==> config.mk <==
export PLATFORM = sky130hd
export DESIGN_NAME = caption_presence_detector_top
export DESIGN_NICKNAME = d
export VERILOG_FILES = /design/src/rtl/cpd_pkg.sv /design/src/rtl/caption_presence_detector_top.sv
export VERILOG_INCLUDE_DIRS = /design/src /design/src/rtl
export SDC_FILE = /design/constraint.sdc
export NUM_CORES = 1
export LEC_CHECK = 0
export BUFFER_PORTS_ARGS = -buffer_cell sky130_fd_sc_hd__buf_4
export CORE_ASPECT_RATIO = 1.75
export CORE_UTILIZATION = 40
export DETAILED_ROUTE_END_ITERATION = 10
export RECOVER_POWER = 50
export REMOVE_ABC_BUFFERS = 1
export SYNTH_ARGS = -nofsm -noshare
export SYNTH_HDL_FRONTEND = slang
export SYNTH_SLANG_ARGS = --single-unit
==> constraint.sdc <==
create_clock -name clk -period 7.07 [get_ports clk]
set_input_delay 0.3535 -clock clk [delete_from_list [all_inputs] [get_ports clk]]
set_output_delay 0.3535 -clock clk [all_outputs]
set_load 0.005 [all_outputs]
==> src/rtl/caption_presence_detector_top_macros.svh <==
// Assertion macros for the caption presence detector.
`ifndef CAPTION_PRESENCE_DETECTOR_TOP_MACROS_SVH
`define CAPTION_PRESENCE_DETECTOR_TOP_MACROS_SVH

// Checked while out of reset.
`define CPD_ASSERT_RUN(label, prop, msg) \
  label: assert property (@(posedge clk) disable iff (rst) prop) else $error(msg);

// Checked at every edge, reset included.
`define CPD_ASSERT_ALWAYS(label, prop, msg) \
  label: assert property (@(posedge clk) prop) else $error(msg);

`endif

==> src/rtl/cpd_pkg.sv <==
// Shared constants and types of the caption presence detector.
package cpd_pkg;

  localparam int MAX_WINDOW_PIXELS = 16384;
  localparam int SIG_WIDTH_MAX     = 32767;

  localparam int CHAN_W  = 8;
  localparam int RUN_W   = 4;
  localparam int INDEX_W = 3;

  localparam logic [RUN_W-1:0] RUN_MAX = 4'd15;

  typedef logic [1:0] status_t;
  localparam status_t ST_SAME   = 2'd0;
  localparam status_t ST_START  = 2'd1;
  localparam status_t ST_END    = 2'd2;
  localparam status_t ST_CHANGE = 2'd3;

  typedef logic [INDEX_W-1:0] reg_index_t;
  localparam reg_index_t REG_BLUE_LOW   = 3'd0;
  localparam reg_index_t REG_BLUE_HIGH  = 3'd1;
  localparam reg_index_t REG_GREEN_LOW  = 3'd2;
  localparam reg_index_t REG_GREEN_HIGH = 3'd3;
  localparam reg_index_t REG_RED_LOW    = 3'd4;
  localparam reg_index_t REG_RED_HIGH   = 3'd5;
  localparam reg_index_t REG_RUN_LIMIT  = 3'd6;

  localparam logic [CHAN_W-1:0] RESET_LOW   = 8'd253;
  localparam logic [CHAN_W-1:0] RESET_HIGH  = 8'd255;
  localparam logic [RUN_W-1:0]  RESET_LIMIT = 4'd5;

endpackage

==> src/rtl/caption_presence_detector_top.sv <==
// Caption presence detector: per-pixel whitish test, signature and frame status.
//
// Takes one BGR pixel of the watch window per clock. Each pixel is judged and
// counted in the cycle it transfers, so pixels stream with no gaps. Only the
// pixel carrying frame_end produces a status, held in a single result register;
// every pixel waits while a previous status sits there untaken. A status
// appears in the cycle after its frame_end pixel transfers. Configure only while
// no pixels are flowing and no status is pending.
`include "caption_presence_detector_top_macros.svh"

module caption_presence_detector_top #(
  parameter int MAX_WINDOW_PIXELS = cpd_pkg::MAX_WINDOW_PIXELS
) (
  input  logic                        clk,
  input  logic                        rst,
  input  logic                        cfg_we,
  input  logic [cpd_pkg::INDEX_W-1:0] cfg_index,
  input  logic [cpd_pkg::CHAN_W-1:0]  cfg_data,
  input  logic                        in_valid,
  output logic                        in_ready,
  input  logic [cpd_pkg::CHAN_W-1:0]  blue,
  input  logic [cpd_pkg::CHAN_W-1:0]  green,
  input  logic [cpd_pkg::CHAN_W-1:0]  red,
  input  logic                        line_end,
  input  logic                        frame_end,
  output logic                        out_valid,
  input  logic                        out_ready,
  output cpd_pkg::status_t            frame_status
);

  localparam int SigCap = (MAX_WINDOW_PIXELS < cpd_pkg::SIG_WIDTH_MAX) ?
                          MAX_WINDOW_PIXELS : cpd_pkg::SIG_WIDTH_MAX;
  localparam int SigW   = $clog2(SigCap + 1);
  localparam logic [SigW-1:0] SigMax = SigW'(SigCap);

  logic [cpd_pkg::CHAN_W-1:0] blue_low, blue_high;
  logic [cpd_pkg::CHAN_W-1:0] green_low, green_high;
  logic [cpd_pkg::CHAN_W-1:0] red_low, red_high;
  logic [cpd_pkg::RUN_W-1:0]  run_limit;

  logic [SigW-1:0]           previous_signature, previous_signature_next;
  logic [SigW-1:0]           current_signature, current_signature_next;
  logic [cpd_pkg::RUN_W-1:0] whitish_run, whitish_run_next;
  logic                      short_run_seen, short_run_seen_next;
  logic                      frozen, frozen_next;
  cpd_pkg::status_t          status_next;

  logic in_take;
  logic whitish;
  logic lend;

  // Configuration writes.
  always_ff @(posedge clk) begin
    if (rst) begin
      blue_low   <= cpd_pkg::RESET_LOW;
      blue_high  <= cpd_pkg::RESET_HIGH;
      green_low  <= cpd_pkg::RESET_LOW;
      green_high <= cpd_pkg::RESET_HIGH;
      red_low    <= cpd_pkg::RESET_LOW;
      red_high   <= cpd_pkg::RESET_HIGH;
      run_limit  <= cpd_pkg::RESET_LIMIT;
    end else if (cfg_we) begin
      case (cfg_index)
        cpd_pkg::REG_BLUE_LOW:   blue_low   <= cfg_data;
        cpd_pkg::REG_BLUE_HIGH:  blue_high  <= cfg_data;
        cpd_pkg::REG_GREEN_LOW:  green_low  <= cfg_data;
        cpd_pkg::REG_GREEN_HIGH: green_high <= cfg_data;
        cpd_pkg::REG_RED_LOW:    red_low    <= cfg_data;
        cpd_pkg::REG_RED_HIGH:   red_high   <= cfg_data;
        cpd_pkg::REG_RUN_LIMIT:  run_limit  <= cfg_data[cpd_pkg::RUN_W-1:0];
        default: ;
      endcase
    end
  end

  assign in_ready = !out_valid || out_ready;
  assign in_take  = in_valid && in_ready;
  assign lend     = line_end || frame_end;
  assign whitish  = (blue  >= blue_low)  && (blue  <= blue_high)  &&
                    (green >= green_low) && (green <= green_high) &&
                    (red   >= red_low)   && (red   <= red_high);

  always_comb begin
    previous_signature_next = previous_signature;
    current_signature_next  = current_signature;
    whitish_run_next        = whitish_run;
    short_run_seen_next     = short_run_seen;
    frozen_next             = frozen;
    status_next             = cpd_pkg::ST_SAME;

    if (!frozen) begin
      if (whitish) begin
        if (whitish_run < cpd_pkg::RUN_MAX) begin
          whitish_run_next = whitish_run + 1'b1;
        end
        if (current_signature < SigMax) begin
          current_signature_next = current_signature + 1'b1;
        end
      end else begin
        if ((whitish_run != '0) && (whitish_run < run_limit)) begin
          short_run_seen_next = 1'b1;
        end
        whitish_run_next = '0;
      end
      if (lend) begin
        whitish_run_next = '0;
        if (short_run_seen_next) begin
          frozen_next = 1'b1;
        end
      end
    end

    if (short_run_seen_next) begin
      if (previous_signature == '0) begin
        status_next = cpd_pkg::ST_START;
      end else if (previous_signature == current_signature_next) begin
        status_next = cpd_pkg::ST_SAME;
      end else begin
        status_next = cpd_pkg::ST_CHANGE;
      end
    end else begin
      status_next = (previous_signature == '0) ? cpd_pkg::ST_SAME : cpd_pkg::ST_END;
    end

    // Roll the signature over at frame end.
    if (frame_end) begin
      previous_signature_next = current_signature_next;
      current_signature_next  = '0;
      whitish_run_next        = '0;
      short_run_seen_next     = 1'b0;
      frozen_next             = 1'b0;
    end
  end

  always_ff @(posedge clk) begin
    if (rst) begin
      previous_signature <= '0;
      current_signature  <= '0;
      whitish_run        <= '0;
      short_run_seen     <= 1'b0;
      frozen             <= 1'b0;
    end else if (in_take) begin
      previous_signature <= previous_signature_next;
      current_signature  <= current_signature_next;
      whitish_run        <= whitish_run_next;
      short_run_seen     <= short_run_seen_next;
      frozen             <= frozen_next;
    end
  end

  // Result register.
  always_ff @(posedge clk) begin
    if (rst) begin
      out_valid <= 1'b0;
    end else if (in_take && frame_end) begin
      out_valid <= 1'b1;
    end else if (out_ready) begin
      out_valid <= 1'b0;
    end
  end

  always_ff @(posedge clk) begin
    if (in_take && frame_end) begin
      frame_status <= status_next;
    end
  end

  `CPD_ASSERT_RUN(a_frame_end_reports, in_take && frame_end |=> out_valid,
                  "frame end gave no status")
  `CPD_ASSERT_RUN(a_frame_end_clears,
                  in_take && frame_end |=> current_signature == '0 && !frozen && !short_run_seen,
                  "frame state not cleared")
  `CPD_ASSERT_ALWAYS(a_frozen_needs_text, frozen |-> short_run_seen, "frozen without text")
  `CPD_ASSERT_RUN(a_sig_capped, current_signature <= SigMax, "signature above cap")
  `CPD_ASSERT_RUN(a_stall_blocks_input, out_valid && !out_ready |-> !in_ready,
                  "input taken while status stalled")

endmodule
==> qor.yml <==
power:
  clkPwrFrac_pct: 40.2
  switching_share_pct: 27.4
  share_comb_of_total_power_pct: 12.7
  fraction_of_power_consumed_by_sequential_logic_pct: 47.1
  peakVddDrop_uv: 111
  static-leakage-power_nw: 2.80
  total_switching_power_uw: 315
  power.density_mw_per_mm2: 185
  internal_power_uw: 834
floorplan:
  start_util_pct: 41.1
  fp-row-count: 56
  chipWidth_um: 90.7
  io-pin-count: 46
  die_height_um: 157
  floorplan.core_area_mm2: 0.0134
  floorplan.die_area_mm2: 0.0143
setup_path:
  setup.worst_path.start_class: "flip-flop"
  reg2reg_depth: 12
  setup.worst_path.start: "blue_low[7]"
  critical_path.endpoint: "frame_status[1]"
  critical_path.endpoint_type: "flip-flop"
  cp.required_ns: 7.14
  worstPathMaxFanout: 17
  regToRegSetupSlack_ns: 3.38
  critPathArrivalTime_ns: 3.77
  crit-reg2reg-launch: "blue_low[7]"
  worst_r2r_endpoint: "frame_status[1]"
  setup.worst_path.class: "reg -> reg"
synth:
  post_synth_instance_area_mm2: 0.00550
  dominant_combinational_cell_family_by_area_after_synthesis: "simple AND/OR/NAND/NOR gates"
  synth_compound_gate_area_share_pct: 18.4
  synth_sequential_area_ratio_pct: 33.5
  postSynth.asyncResetShare_pct: 0
  synth_largest_area_cell: "dfxtp_1"
  ys_warn_count: 0
  synth_enable_flop_cells: 2
  synth_simple_gate_area_share_pct: 23.8
  synth_seq_cells: 91
  post_synth_xor_area_fraction_pct: 4.39
  synth.distinct_cells: 55
  synth_top_cells_by_area: "dfxtp_1 32%, ha_1 12%, nor2_1 5.2%"
  post_synth.cell_area_avg_um2: 8.06
  synth_adder_area_share_pct: 12.3
  netlist_instances: 683
  post_synth_mux_area_share_pct: 1.30
  ys.flop_type: "dfxtp_1"
  yosysTopAreaCellShare_pct: 32.4
sta:
  hold_violations: 0
  worst_slew_margin_rel_pct: 33.6
  setup_tns_ns: 0
  setup_viol_count_final: 0
  max_freq_mhz: 271
  final_critical_path_share_of_the_clock_period_pct: 52.2
  finalMaxSlewViolations: 0
  period_needed_ns: 3.69
  worst_slew_pin_slew_ns: 0.993
  worst_clock_skew_ns: 0.00565
  setup_repair_after_global_routing_missed_its_margin: "false"
min_path:
  holdCritPathClass: "in -> reg"
job:
  drv_cap: 0
clock_tree:
  clk_root_buffer_cell: "clkbuf_16"
  h-tree-depth: 3
  numCtsBuffers: 9
  cts_max_path_buffers: 2
  cts_resized: 0
  tritoncts_clock_tree: "built"
  clkSinkCount: 91
  clkSlewWorstSetupHoldPaths_ns: 0.07
  insertion_delay_ns: 0.34
  cts_hold_buf: 0
  postCtsSetupBuffers: 0
detailed_routing:
  dr_total_vias: 4936
  routed_wire_length_per_instance_um: 16.4
  remaining_drc_errors: 0
  dr.pass1.iters: 5
  final_routed_wirelength_mm: 14.6
  avgViaCountPerCell: 5.55
  drt_iter0_drc: 236
  antenna_violating_nets_post_route: 0
final_layout:
  layoutNonFillerInstCount: 890
  commonest_cells_after_routing_fill_and_taps_aside: "89 x dfxtp_1, 76 x nor2_1, 67 x nand2_1"
  final_net_count: 807
  area_growth_pct: 12.9
  most_common_cell_after_layout_fill_and_taps_aside: "dfxtp_1"
  antenna_cells_inserted: 0
  fraction_of_layout_instances_using_a_drive_strength_above_1_pct: 8.94
placement:
  gp_congestion: 0.924
  number_of_port_buffers: 45
  place.detailed.hpwl_mm: 11.1
  place.detailed.instances: 874
global_route:
  first_global_vias: 4976
  grt_start_max_net_pins: 90
  initial_antenna_violation_count: 0
  grt_pass1_wl_mm: 23.9
  global_route.overflow_total: 0
  globalRouteTotalUtil_pct: 21.3
outcome:
  run_status: "completed"
## layout make-up
cell class                      count  area (um^2)
Clock buffer                        9          225
Clock inverter                      7         51.3
Fill cell                        1315         7170
Inverter                           62          233
Multi-Input combinational cell    500         3310
Sequential cell                    91         1840
Tap cell                          174          218
Timing Repair Buffer               47          334
## flip-flops by register name (all words and copies together) (netlist names)
signal	count
green_high	8
previous_signature	15
run_limit	4
frozen	1
blue_low	8
current_signature	15
out_valid	1
whitish_run	4
frame_status	2
green_low	8
short_run_seen	1
red_low	8
red_high	8
blue_high	8
## worst min path at each step
stage	start	endpoint	slack, ns	cells past startpoint
floorplan	rst	current_signature[10]	0.42	1
global placement	current_signature[10]	current_signature[10]	0.44	2
detailed placement	current_signature[10]	current_signature[10]	0.45	2
CTS	cfg_data[7]	green_low[7]	0.30	2
global route	cfg_data[4]	blue_low[4]	0.31	2
finish	cfg_data[4]	blue_low[4]	0.31	2
## kinds of logic (layout without fill, tap and decap cells)
family | Yosys count | after routing
xor+xnor | 26 | 26
flops | 91 | 91
fa+ha+maj | 54 | 54
buf+inv | 92 | 125
simple gates | 263 | 263
mux | 7 | 7
compound gates | 150 | 150
## metrics by stage
stage	util (%)	setup WS, ns	instance area [um^2]	hold WS, ns	power (mW)
2_1_floorplan	-	3.91	5380	0.423	0.633
4_1_cts	46.6	3.42	6230	0.302	1.16
3_3_place_gp	44.5	3.42	5950	0.440	0.695
6_report	46.4	3.38	6210	0.309	1.15
5_1_grt	46.4	3.07	6210	0.309	1.20
3_5_place_dp	44.5	3.30	5950	0.454	0.700
## per-layer routing
| layer | GRT usage (%) | part of all wire (%) | vias to the layer above | wire length (um) |
|---|---|---|---|---|
| met3 | 2.56 | 3.8 | 37 | 550 |
| met1 | 21.5 | 37 | 2305 | 5420 |
| met5 | 0 | 0 | - | 0 |
| met4 | 10.3 | 3.8 | 0 | 552 |
| li1 | - | - | 2459 | - |
| met2 | 42.3 | 55 | 135 | 8100 |
## synth_stat cells (2+ instances only)
cell and number:
o21bai_1 2, nor2b_1 10, nor2_1 76, o21ai_0 22
xor2_1 16, or3_1 8, and3_1 7, o221ai_1 2
nand2b_1 9, dfxtp_1 89, a21o_1 6, nand3_1 16
ha_1 54, xnor2_1 9, a21oi_1 45, a211o_1 31
a31oi_1 4, and4_1 3, edfxtp_1 2, nor3b_1 3
a211oi_1 18, nand4_1 14, a41oi_1 2, mux2i_1 6
nand2_1 67, nor4b_1 3, nor4_1 5, nand3b_1 18
inv_1 61, nor3_1 16, clkbuf_1 26, o211ai_1 5
o21a_1 2, and2_1 3, a32oi_1 2, buf_2 2
## power by group through the flow
| stage | registers [mW] | clock network (mW) | logic [mW] |
|---|---|---|---|
| 6_report | 0.541 | 0.461 | 0.146 |
| 5_1_grt | 0.542 | 0.489 | 0.165 |
| 4_1_cts | 0.541 | 0.473 | 0.148 |
| 3_5_place_dp | 0.552 | 0 | 0.147 |
| 3_3_place_gp | 0.552 | 0 | 0.143 |
| 2_1_floorplan | 0.549 | 0 | 0.0837 |
## critical path, stage by stage, from the launching register on
cell	delay (ns)
dfxtp_1	0.31
inv_1	0.05
ha_1	0.30
and4_1	0.20
o21ai_0	0.08
o21bai_1	0.27
o211ai_1	0.24
nor4_4	0.76
and2_1	0.37
mux2i_1	0.22
nor4b_1	0.26
and4_1	0.26
a41oi_1	0.10
No activity file was read; power rests on OpenSTA's default activity.
